[src/design/aps_pkg.sv]
// ----------------------------------------------------------------------------
// aps_pkg: shared types and constants of the aging priority scheduler
// Holds the slot table size, the request and result structs, and the
// sequencer state encoding.
// ----------------------------------------------------------------------------
package aps_pkg;

	// Slot table size and derived index width
	localparam int NUM_SLOTS = 16;
	localparam int SLOT_W    = (NUM_SLOTS > 1) ? $clog2(NUM_SLOTS) : 1;

	// Field widths fixed by the interface
	localparam int FIELD_SLOT_W = 4;
	localparam int PRIO_W       = 8;
	localparam int LEN_W        = 8;
	localparam int TICK_W       = 16;

	// Request modes
	localparam logic MODE_ARRIVAL = 1'b0;
	localparam logic MODE_TICK    = 1'b1;

	typedef struct packed {
		logic                     mode;
		logic [FIELD_SLOT_W-1:0]  slot;
		logic signed [PRIO_W-1:0] start_priority;
		logic [LEN_W-1:0]         service_length;
	} aps_req_t;

	typedef struct packed {
		logic                    grant_valid;
		logic [FIELD_SLOT_W-1:0] grant_slot;
		logic                    first_run;
		logic                    retire_valid;
		logic [FIELD_SLOT_W-1:0] retire_slot;
		logic [TICK_W-1:0]       tick_time;
	} aps_rsp_t;

	// Tick sequencer states, one-hot
	typedef enum logic [4:0] {
		ST_IDLE   = 5'b00001,
		ST_RETIRE = 5'b00010,
		ST_SCAN   = 5'b00100,
		ST_AGE    = 5'b01000,
		ST_DONE   = 5'b10000
	} aps_state_t;

endpackage

[src/design/aps_prio_unit.sv]
// ----------------------------------------------------------------------------
// aps_prio_unit: shared priority compare and saturating step
// Compares one slot priority against the running best, and produces the
// priority stepped by one in either direction, clamped to the 8-bit range.
// ----------------------------------------------------------------------------
module aps_prio_unit
	import aps_pkg::*;
(
	input  logic signed [PRIO_W-1:0] prio,
	input  logic signed [PRIO_W-1:0] best,
	input  logic                     step_down,
	output logic                     greater,
	output logic signed [PRIO_W-1:0] stepped
);

	logic signed [PRIO_W:0] sum;

	// Compare against the running best
	assign greater = (prio > best);

	// Step by one and clamp at the signed limits
	always_comb begin
		if (step_down) begin
			sum = {prio[PRIO_W-1], prio} - (PRIO_W+1)'(1);
		end else begin
			sum = {prio[PRIO_W-1], prio} + (PRIO_W+1)'(1);
		end
		if (sum[PRIO_W] != sum[PRIO_W-1]) begin
			stepped = sum[PRIO_W] ? {1'b1, {(PRIO_W-1){1'b0}}} : {1'b0, {(PRIO_W-1){1'b1}}};
		end else begin
			stepped = sum[PRIO_W-1:0];
		end
	end

endmodule

[src/design/aging_priority_scheduler_top.sv]
// ----------------------------------------------------------------------------
// aging_priority_scheduler_top: dynamic priority scheduler with aging
// Arrivals load a free job slot; each tick retires the finished job,
// grants the highest-priority ready slot, and ages the slot table.
// ----------------------------------------------------------------------------
// An arrival request (mode 0) is absorbed in the cycle it is accepted and
// gives no result; busy stays low. A tick request (mode 1) steps through
// the sequencer states in order: ST_RETIRE checks the running job for
// retirement, ST_SCAN walks all NUM_SLOTS slots through the shared priority
// comparator, ST_AGE steps each ready slot through the same saturating step
// unit (skipped when no slot is ready), and ST_DONE registers the result.
// The result is shown on rsp for one cycle with done high, and the receiver
// cannot stall it. busy is high from the cycle after a tick is accepted
// until the result cycle.
module aging_priority_scheduler_top
	import aps_pkg::*;
(
	input  logic     clk,
	input  logic     arst_n,
	input  logic     start,
	output logic     busy,
	input  aps_req_t req,
	output logic     done,
	output aps_rsp_t rsp
);

	// Slot table
	logic                     ready_q [NUM_SLOTS];
	logic signed [PRIO_W-1:0] prio_q  [NUM_SLOTS];
	logic [LEN_W-1:0]         runs_q  [NUM_SLOTS];
	logic [LEN_W-1:0]         len_q   [NUM_SLOTS];

	aps_state_t               state_q;
	logic [SLOT_W-1:0]        idx_q;
	logic                     cur_valid_q;
	logic [SLOT_W-1:0]        cur_slot_q;
	logic [TICK_W-1:0]        tick_q;
	logic                     found_q;
	logic signed [PRIO_W-1:0] best_q;
	logic [SLOT_W-1:0]        gslot_q;
	logic                     first_q;
	logic                     retire_q;
	logic [SLOT_W-1:0]        rslot_q;
	logic                     done_q;
	aps_rsp_t                 rsp_q;

	logic                     accept;
	logic [SLOT_W-1:0]        arr_idx;
	logic                     arr_ok;
	logic                     last_idx;
	logic                     greater;
	logic signed [PRIO_W-1:0] stepped;
	logic                     is_gslot;

	assign accept   = start && !busy;
	assign arr_idx  = SLOT_W'(req.slot);
	assign arr_ok   = (int'(req.slot) < NUM_SLOTS) && !ready_q[arr_idx];
	assign last_idx = (idx_q == SLOT_W'(NUM_SLOTS - 1));
	assign is_gslot = (idx_q == gslot_q);

	assign busy = (state_q != ST_IDLE);
	assign done = done_q;
	assign rsp  = rsp_q;

	// Shared compare and saturating step unit, addressed by the scan index
	aps_prio_unit u_prio (
		.prio      (prio_q[idx_q]),
		.best      (best_q),
		.step_down (is_gslot),
		.greater   (greater),
		.stepped   (stepped)
	);

	// Sequence the tick: retire check, scan, age, report
	always_ff @(posedge clk or negedge arst_n) begin
		if (!arst_n) begin
			state_q     <= ST_IDLE;
			idx_q       <= '0;
			cur_valid_q <= 1'b0;
			cur_slot_q  <= '0;
			tick_q      <= '0;
			found_q     <= 1'b0;
			retire_q    <= 1'b0;
			done_q      <= 1'b0;
			for (int i = 0; i < NUM_SLOTS; i++) begin
				ready_q[i] <= 1'b0;
			end
		end else begin
			done_q <= 1'b0;
			unique case (state_q)
				ST_IDLE: begin
					if (accept && req.mode == MODE_ARRIVAL && arr_ok) begin
						ready_q[arr_idx] <= 1'b1;
					end
					if (accept && req.mode == MODE_TICK) begin
						idx_q    <= cur_slot_q;
						found_q  <= 1'b0;
						retire_q <= 1'b0;
						state_q  <= ST_RETIRE;
					end
				end
				ST_RETIRE: begin
					if (cur_valid_q && runs_q[idx_q] == len_q[idx_q]) begin
						ready_q[idx_q] <= 1'b0;
						retire_q       <= 1'b1;
					end
					idx_q   <= '0;
					state_q <= ST_SCAN;
				end
				ST_SCAN: begin
					if (ready_q[idx_q] && (!found_q || greater)) begin
						found_q <= 1'b1;
					end
					if (last_idx) begin
						idx_q   <= '0;
						state_q <= (found_q || ready_q[idx_q]) ? ST_AGE : ST_DONE;
					end else begin
						idx_q <= idx_q + SLOT_W'(1);
					end
				end
				ST_AGE: begin
					if (last_idx) begin
						state_q <= ST_DONE;
					end else begin
						idx_q <= idx_q + SLOT_W'(1);
					end
				end
				ST_DONE: begin
					cur_valid_q <= found_q;
					if (found_q) begin
						cur_slot_q <= gslot_q;
					end
					tick_q  <= tick_q + TICK_W'(1);
					done_q  <= 1'b1;
					state_q <= ST_IDLE;
				end
				default: begin
					state_q <= ST_IDLE;
				end
			endcase
		end
	end

	// Slot payload: load on arrival, age during the tick
	always_ff @(posedge clk) begin
		if (state_q == ST_IDLE && accept && req.mode == MODE_ARRIVAL && arr_ok) begin
			prio_q[arr_idx] <= req.start_priority;
			runs_q[arr_idx] <= '0;
			len_q[arr_idx]  <= req.service_length;
		end
		if (state_q == ST_AGE && ready_q[idx_q]) begin
			prio_q[idx_q] <= stepped;
			if (is_gslot) begin
				runs_q[idx_q] <= runs_q[idx_q] + LEN_W'(1);
			end
		end
	end

	// Track the best candidate during the scan
	always_ff @(posedge clk) begin
		if (state_q == ST_RETIRE) begin
			rslot_q <= idx_q;
		end
		if (state_q == ST_SCAN && ready_q[idx_q] && (!found_q || greater)) begin
			best_q  <= prio_q[idx_q];
			gslot_q <= idx_q;
			first_q <= (runs_q[idx_q] == '0);
		end
	end

	// Register the result
	always_ff @(posedge clk) begin
		if (state_q == ST_DONE) begin
			rsp_q.grant_valid  <= found_q;
			rsp_q.grant_slot   <= found_q ? FIELD_SLOT_W'(gslot_q) : '0;
			rsp_q.first_run    <= found_q && first_q;
			rsp_q.retire_valid <= retire_q;
			rsp_q.retire_slot  <= retire_q ? FIELD_SLOT_W'(rslot_q) : '0;
			rsp_q.tick_time    <= tick_q;
		end
	end

	// A result appears only right after the report cycle, with the block idle
	assert property (@(posedge clk) disable iff (!arst_n)
		done |-> (!busy && $past(state_q == ST_DONE)))
		else $error("result strobe outside report cycle");

	// An accepted tick makes the block busy
	assert property (@(posedge clk) disable iff (!arst_n)
		(accept && req.mode == MODE_TICK) |=> busy)
		else $error("tick accepted but block not busy");

	// A granted job becomes the running job
	assert property (@(posedge clk) disable iff (!arst_n)
		(done && rsp.grant_valid) |-> (cur_valid_q && FIELD_SLOT_W'(cur_slot_q) == rsp.grant_slot))
		else $error("grant not recorded as running job");

	// A retired slot is no longer ready
	assert property (@(posedge clk) disable iff (!arst_n)
		(done && rsp.retire_valid && !rsp.grant_valid) |-> !ready_q[rslot_q])
		else $error("retired slot still ready");

endmodule

[config.mk]
export PLATFORM = sky130hd
export DESIGN_NAME = aging_priority_scheduler_top
export DESIGN_NICKNAME = d
export VERILOG_FILES = /design/src/design/aps_pkg.sv /design/src/design/aps_prio_unit.sv /design/src/design/aging_priority_scheduler_top.sv
export SDC_FILE = /design/constraint.sdc
export NUM_CORES = 1
export LEC_CHECK = 0
export BUFFER_PORTS_ARGS = -buffer_cell sky130_fd_sc_hd__buf_4
export CORE_ASPECT_RATIO = 0.8
export CORE_UTILIZATION = 35
export DETAILED_ROUTE_END_ITERATION = 16
export MAX_ROUTING_LAYER = met4
export SYNTH_ARGS = -nofsm -noshare
export SYNTH_HDL_FRONTEND = slang
export SYNTH_HIERARCHICAL = 1
export SYNTH_SLANG_ARGS = --single-unit
[constraint.sdc]
create_clock -name clk -period 11.9 [get_ports clk]
set_input_delay 1.785 -clock clk [delete_from_list [all_inputs] [get_ports clk]]
set_output_delay 1.785 -clock clk [all_outputs]
set_load 0.02 [all_outputs]
* After elaboration in Yosys (flattened, before gate mapping) *
Memory sizes are Yosys's and may differ from the RTL's.
Cells that the tools add are included.

word-level totals
  register bits after elaboration = 93
  memories = 3
  output and inout bits = 29
  bits in writable memories = 384
  logic and storage cells = 146

cells by class
  order comparisons = 5
  add/sub/neg operators = 5
  eq/ne operators = 17
  reduce and logical (&&, ||, !) cells = 32
  mux-type cells = 44
  bitwise gates (word level) = 6

memory list
  name    words  width  read ports  clocked after Yosys merged registers in  wr ports  line                                RTL
  len_q   16     8      1           0                                        1         aging_priority_scheduler_top.sv:31  logic [LEN_W-1:0] len_q [NUM_SLOTS];
  prio_q  16     8      1           0                                        1         aging_priority_scheduler_top.sv:29  logic signed [PRIO_W-1:0] prio_q [NUM_SLOTS];
  runs_q  16     8      1           0                                        1         aging_priority_scheduler_top.sv:30  logic [LEN_W-1:0] runs_q [NUM_SLOTS];

operator list
  operator                                                                      number
  16-bit 2-to-1 mux                                                             2
  8-bit 2-to-1 mux                                                              4
  16-bit case mux with 2 select lines                                           1
  4-bit 2-to-1 mux                                                              5
  5-bit 2-to-1 mux                                                              4
  5-bit case mux with 4 select lines                                            1
  1-bit 2-to-1 mux                                                              19
  16-bit by 1-bit adder with 16-bit output, second input constant               1
  16-bit AND                                                                    1
  16-bit NOT                                                                    1
  16-bit OR                                                                     1
  4-bit case mux with 4 select lines                                            1
  8-bit OR reduction                                                            2
  1-bit logical AND                                                             15
  3-bit AND reduction                                                           5
  2-bit inequality test, second input constant                                  7
  5-bit >= comparator, second input constant                                    2
  5-bit by 1-bit less-than comparator with 1-bit output, second input constant  2
  4-bit NOT with 5-bit output                                                   2
  8-bit by 2-bit adder with 9-bit output, second input constant                 1
  9-bit 2-to-1 mux                                                              1
  8-bit by 2-bit subtractor with 9-bit output, second input constant            1
  8-bit by 1-bit adder with 8-bit output, second input constant                 1
  1-bit binary-select mux with 4-bit select                                     2
  other kinds (21)                                                              27

* Longest topological paths before layout *
  depth in word-level cells = 9
  mapped depth = 17
  depth with buffers taken out = 13

* Modules after synthesis *
The synthesis kept the hierarchy.

by module, submodules not included
  module                        instances  sequential area each (µm²)  cells an instance  area an instance (µm²)
  aging_priority_scheduler_top  1          14079.8                     1000               19048.3
  aps_prio_unit                 1          0.0                         109                748.2

* Worst setup path before layout *
Ideal clock, no wire load.

  path kind = register to register
  from = register idx_q[0]
  to = memory prio_q[0][6], data pin
  setup slack = 7.304 ns
  buffers on the path = 4
  clock period less this slack = 4.596 ns
  data arrival time = 4.277 ns
  cell stages (with the launch flop) = 16
  setup time = 0.320 ns
  path through = dfrtp_1 -> buf_6 -> buf_4 -> buf_2 -> buf_1 -> mux4_2 -> mux4_2 -> ha_1 -> nor2b_1 -> o31a_1 -> o41a_1 -> maj3_2 -> nand2_1 -> nand2_1 -> nand2_1 -> nand2_1

RTL lines
  item                                                                                                   line                                      RTL
  start, declared                                                                                        aging_priority_scheduler_top.sv:34        logic [SLOT_W-1:0] idx_q;
  start signal, assigned                                                                                 aging_priority_scheduler_top.sv:96        idx_q <= cur_slot_q;
  start signal, assigned                                                                                 aging_priority_scheduler_top.sv:118       idx_q <= idx_q + SLOT_W'(1);
  start signal, assigned                                                                                 aging_priority_scheduler_top.sv:125       idx_q <= idx_q + SLOT_W'(1);
  memory read 16 x 8 bit                                                                                 --
  8-bit by 2-bit adder with 9-bit output or 8-bit by 2-bit subtractor with 9-bit output (tied branches)  aps_prio_unit.sv:26, aps_prio_unit.sv:24
  9-bit 2-to-1 mux (*)                                                                                   aps_prio_unit.sv:23                       if (step_down) begin
  8-bit 2-to-1 mux or 1-bit inequality test (tied branches)                                              aps_prio_unit.sv:29, aps_prio_unit.sv:28
  8-bit 2-to-1 mux (*)                                                                                   aps_prio_unit.sv:28                       if (sum[PRIO_W] != sum[PRIO_W-1]) begin
  named net stepped[6]                                                                                   aging_priority_scheduler_top.sv:52        logic signed [PRIO_W-1:0] stepped;
  8-bit 2-to-1 mux (no line) (*)                                                                         --
  end, declared                                                                                          aging_priority_scheduler_top.sv:29

The timed path passes the listed nets; every way through them passes the cells marked *. The select of a mux whose other input is x is not followed.

* Worst setup path after layout *
  from = register idx_q[1]
  to = memory prio_q[10][6], data pin

The elaborated chain is that of the path after synthesis.

==> impl_metrics.toml <==
[status]
status = "finished clean"

[die]
boundaryPins = 53
die_w_microns = 268
floorplan.die_area_sq_um = 57500
start_util = 0.356
placeableCoreArea_sq_um = 55600
fp-row-count = 77
die_h_microns = 215

[route]
drtAntennaViolNets = 0
finalWirelength_microns = 44800
detail_route.drc_violations = 0
routed-via-count = 10545
first_iter_violations = 1168
avgViaCountPerCell = 5.33
firstDrtPassIters = 5
routed_wire_length_per_instance_microns = 22.6

[placed_design]
global_placement_routability_congestion = 0.870
dpl.hpwl_microns = 29900
dp_worst_setup_slack_ns = 6.28
port_buffers = 52

[clock_tree]
number_of_h_tree_levels = 2
clk_pin_slew_worst_paths_ns = 0.06
clk_path_buf_depth = 3
clock-sinks = 477
cts_setup_buffers = 0
hold_buffers = 0
clock_root_buffer = "sky130_fd_sc_hd__clkbuf_16"
cts_tree = "yes"
post_cts_resized = 0
clkLatencyLatePin_ns = 0.59
cts_inserted_buffers = 47

[setup_path]
r2r_start = "idx_q[1]"
setup.worst_path.class = "reg2reg"
critPathCaptureType = "flop"
cpMostUsedCell = "sky130_fd_sc_hd__nand2_1"
crit_path_max_incr_delay_ns = 0.92
required_arrival_time_at_the_worst_endpoint_ns = 12.05
worst_endpoint_data_arrival_time_ns = 5.73
crit_path_max_fanout = 59
path_delay_family = "multiplexers"
cp_slowest_cell = "sky130_fd_sc_hd__dfrtp_4"
timing.critical_path.from_type = "flop"
crit_path_start = "idx_q[1]"
critPathBufInv = 1
cp_cell_sequence = "buf_4 > mux4_2 > mux4_2 > ha_1 > or3b_1 > o41a_1 > maj3_2 > nand2_1 > nand2_1 > nand2_1 > nand2_1"

[global_route]
global_route.usage.total = 0.163
grt_max_degree = 60
first_global_vias = 10652
antenna_found_initial = 1
grt_overflow_total = 0
wire_length_of_the_first_global_routing_pass_microns = 68100

[power_and_ir_drop]
peakVddDrop_mv = 0.107
cellPowerDensity_nw_per_um2 = 174
static-leakage-power_nw = 7.72

[logic_synthesis]
yosys_warnings = 6
netlist.top_cell.by_area = "sky130_fd_sc_hd__edfxtp_1"
synth_enable_flop_cells = 428
synth.yosys.seq_area_share = 0.711
post_synth_inst_count = 1109
synth.net_count = 1156
ys_seq_elements = 477
synth_area_per_cell_sq_um = 17.9
yosysUniqueCellTypes = 67
syn_area_sq_um = 19800
synth.area.top_cells = "sky130_fd_sc_hd__edfxtp_1 (65%), sky130_fd_sc_hd__mux4_2 (13%), sky130_fd_sc_hd__dfrtp_1 (6.1%)"
synthDominantCellAreaShare = 0.649
synth-main-ff-cell = "sky130_fd_sc_hd__edfxtp_1"
synth-async-reset-ratio = 0.103

[timing]
fin_ws_ns = 6.31
report.final.slew_viol_count = 0
setup_viol = 0
rsz_0062_raised_after_global_routing = "no"
fin_setup_tns_ns = 0
finalHoldViolCount = 0
layout_worst_path_cycle_share = 0.470
top_achievable_clock_speed_ghz = 0.179
relative_slew_slack = 0.0898
time_the_worst_path_needs_with_i_o_delays_and_setup_ns = 5.59
worst_slew_pin_slew_ns = 1.35
clock_skew_ns = 0.0276

[layout]
final_nets = 1240
drive_above_1_share = 0.231
mostFrequentLayoutCells = "sky130_fd_sc_hd__edfxtp_1 (428), sky130_fd_sc_hd__mux4_2 (114), sky130_fd_sc_hd__nand2_1 (90)"
final_common_cell = "sky130_fd_sc_hd__edfxtp_1"
area_growth_pct = 14.4

[hold_path]
min-delay-start = "tick_q[8]"
hold_path.class = "reg2reg"

[job]
drv_cap = 0
[final timing paths]
path | endpoint | slack (ns) | cells past startpoint
max | prio_q[10][6] | 6.31 | 11
min | tick_q[8] | 0.49 | 1
max reg2reg | prio_q[10][6] | 6.31 | 11
min reg2reg | tick_q[8] | 0.49 | 1
max in group asynchronous | idx_q[0] | 10.17 | 1
min in group asynchronous | tick_q[8] | 1.22 | 1
[layout make-up]
class | count | area (sq um)
Sequential cell | 477 | 14100
Timing Repair Buffer | 82 | 616
Tap cell | 750 | 938
Fill cell | 4988 | 32900
Inverter | 43 | 161
Multi-Input combinational cell | 542 | 5320
Clock buffer | 63 | 1320
Clock inverter | 21 | 215
Antenna cell | 1 | 2.50
[kinds of logic after synthesis]
kind of cell             count (synthesis)  synth area share
buffers and inverters                   90            0.0206
AO/OA/AOI/OAI                          150            0.0504
XOR/XNOR                                39            0.0173
adder cells (fa/ha/maj)                 24            0.0155
AND/OR/NAND/NOR                        202            0.0484
multiplexers                           127             0.137
flip-flops                             477             0.711
[per-stage QoR]
step / cells / power (mW) / util / instance area (sq um) / hold WS [ns]
floorplan: 1109 / 2.34 / - / 19800 / 0.437
global placement: 1892 / 2.48 / 0.380 / 21100 / 0.463
detailed placement: 1893 / 2.49 / 0.380 / 21100 / 0.477
CTS: 1977 / 3.97 / 0.407 / 22600 / 0.491
global route: 1979 / 4.08 / 0.408 / 22700 / 0.503
finish: 1979 / 3.93 / 0.408 / 22700 / 0.490
[report_power, final]
| part | internal [mW] | leakage [nW] | switching (mW) |
|---|---|---|---|
| Clock | 0.864 | 0.745 | 0.619 |
| Sequential | 1.84 | 4.48 | 0.0449 |
| Combinational | 0.267 | 2.49 | 0.296 |
[synth_stat cells (3+ instances only)]
| master | instances |
|---|---|
| sky130_fd_sc_hd__a21o_1 | 4 |
| sky130_fd_sc_hd__a21oi_1 | 23 |
| sky130_fd_sc_hd__a22oi_1 | 25 |
| sky130_fd_sc_hd__a32oi_1 | 4 |
| sky130_fd_sc_hd__a41oi_1 | 11 |
| sky130_fd_sc_hd__and2_1 | 14 |
| sky130_fd_sc_hd__and3_1 | 5 |
| sky130_fd_sc_hd__buf_1 | 5 |
| sky130_fd_sc_hd__buf_2 | 14 |
| sky130_fd_sc_hd__buf_6 | 6 |
| sky130_fd_sc_hd__clkbuf_1 | 20 |
| sky130_fd_sc_hd__dfrtp_1 | 48 |
| sky130_fd_sc_hd__edfxtp_1 | 428 |
| sky130_fd_sc_hd__ha_1 | 22 |
| sky130_fd_sc_hd__inv_1 | 41 |
| sky130_fd_sc_hd__mux2_2 | 5 |
| sky130_fd_sc_hd__mux2i_1 | 8 |
| sky130_fd_sc_hd__mux4_2 | 114 |
| sky130_fd_sc_hd__nand2_1 | 90 |
| sky130_fd_sc_hd__nand3_1 | 14 |
| sky130_fd_sc_hd__nand4_1 | 4 |
| sky130_fd_sc_hd__nor2_1 | 35 |
| sky130_fd_sc_hd__nor2b_1 | 13 |
| sky130_fd_sc_hd__nor3_1 | 6 |
| sky130_fd_sc_hd__nor4_1 | 4 |
| sky130_fd_sc_hd__o211ai_1 | 4 |
| sky130_fd_sc_hd__o21a_1 | 5 |
| sky130_fd_sc_hd__o21ai_0 | 47 |
| sky130_fd_sc_hd__o21ai_1 | 3 |
| sky130_fd_sc_hd__or3_1 | 3 |
| sky130_fd_sc_hd__xnor2_1 | 27 |
| sky130_fd_sc_hd__xor2_1 | 12 |
[flip-flops by register name, summed over array words and instances, names as in the netlist, 4 cells and up]
name        flops
len_q         128
ready_q        16
runs_q        128
best_q          8
idx_q           4
gslot_q         4
rslot_q         4
prio_q        128
state_q         5
tick_q         16
cur_slot_q      4
rsp            27
[routing by layer]
metal | up-vias | part of all wire | GRT usage
met4 | 0 | 0.018 | 0.0421
li1 | 4574 | - | -
met5 | - | 0 | -
met2 | 445 | 0.44 | 0.231
met1 | 5458 | 0.46 | 0.236
met3 | 68 | 0.078 | 0.0376
(Power assumes the default switching activity.)
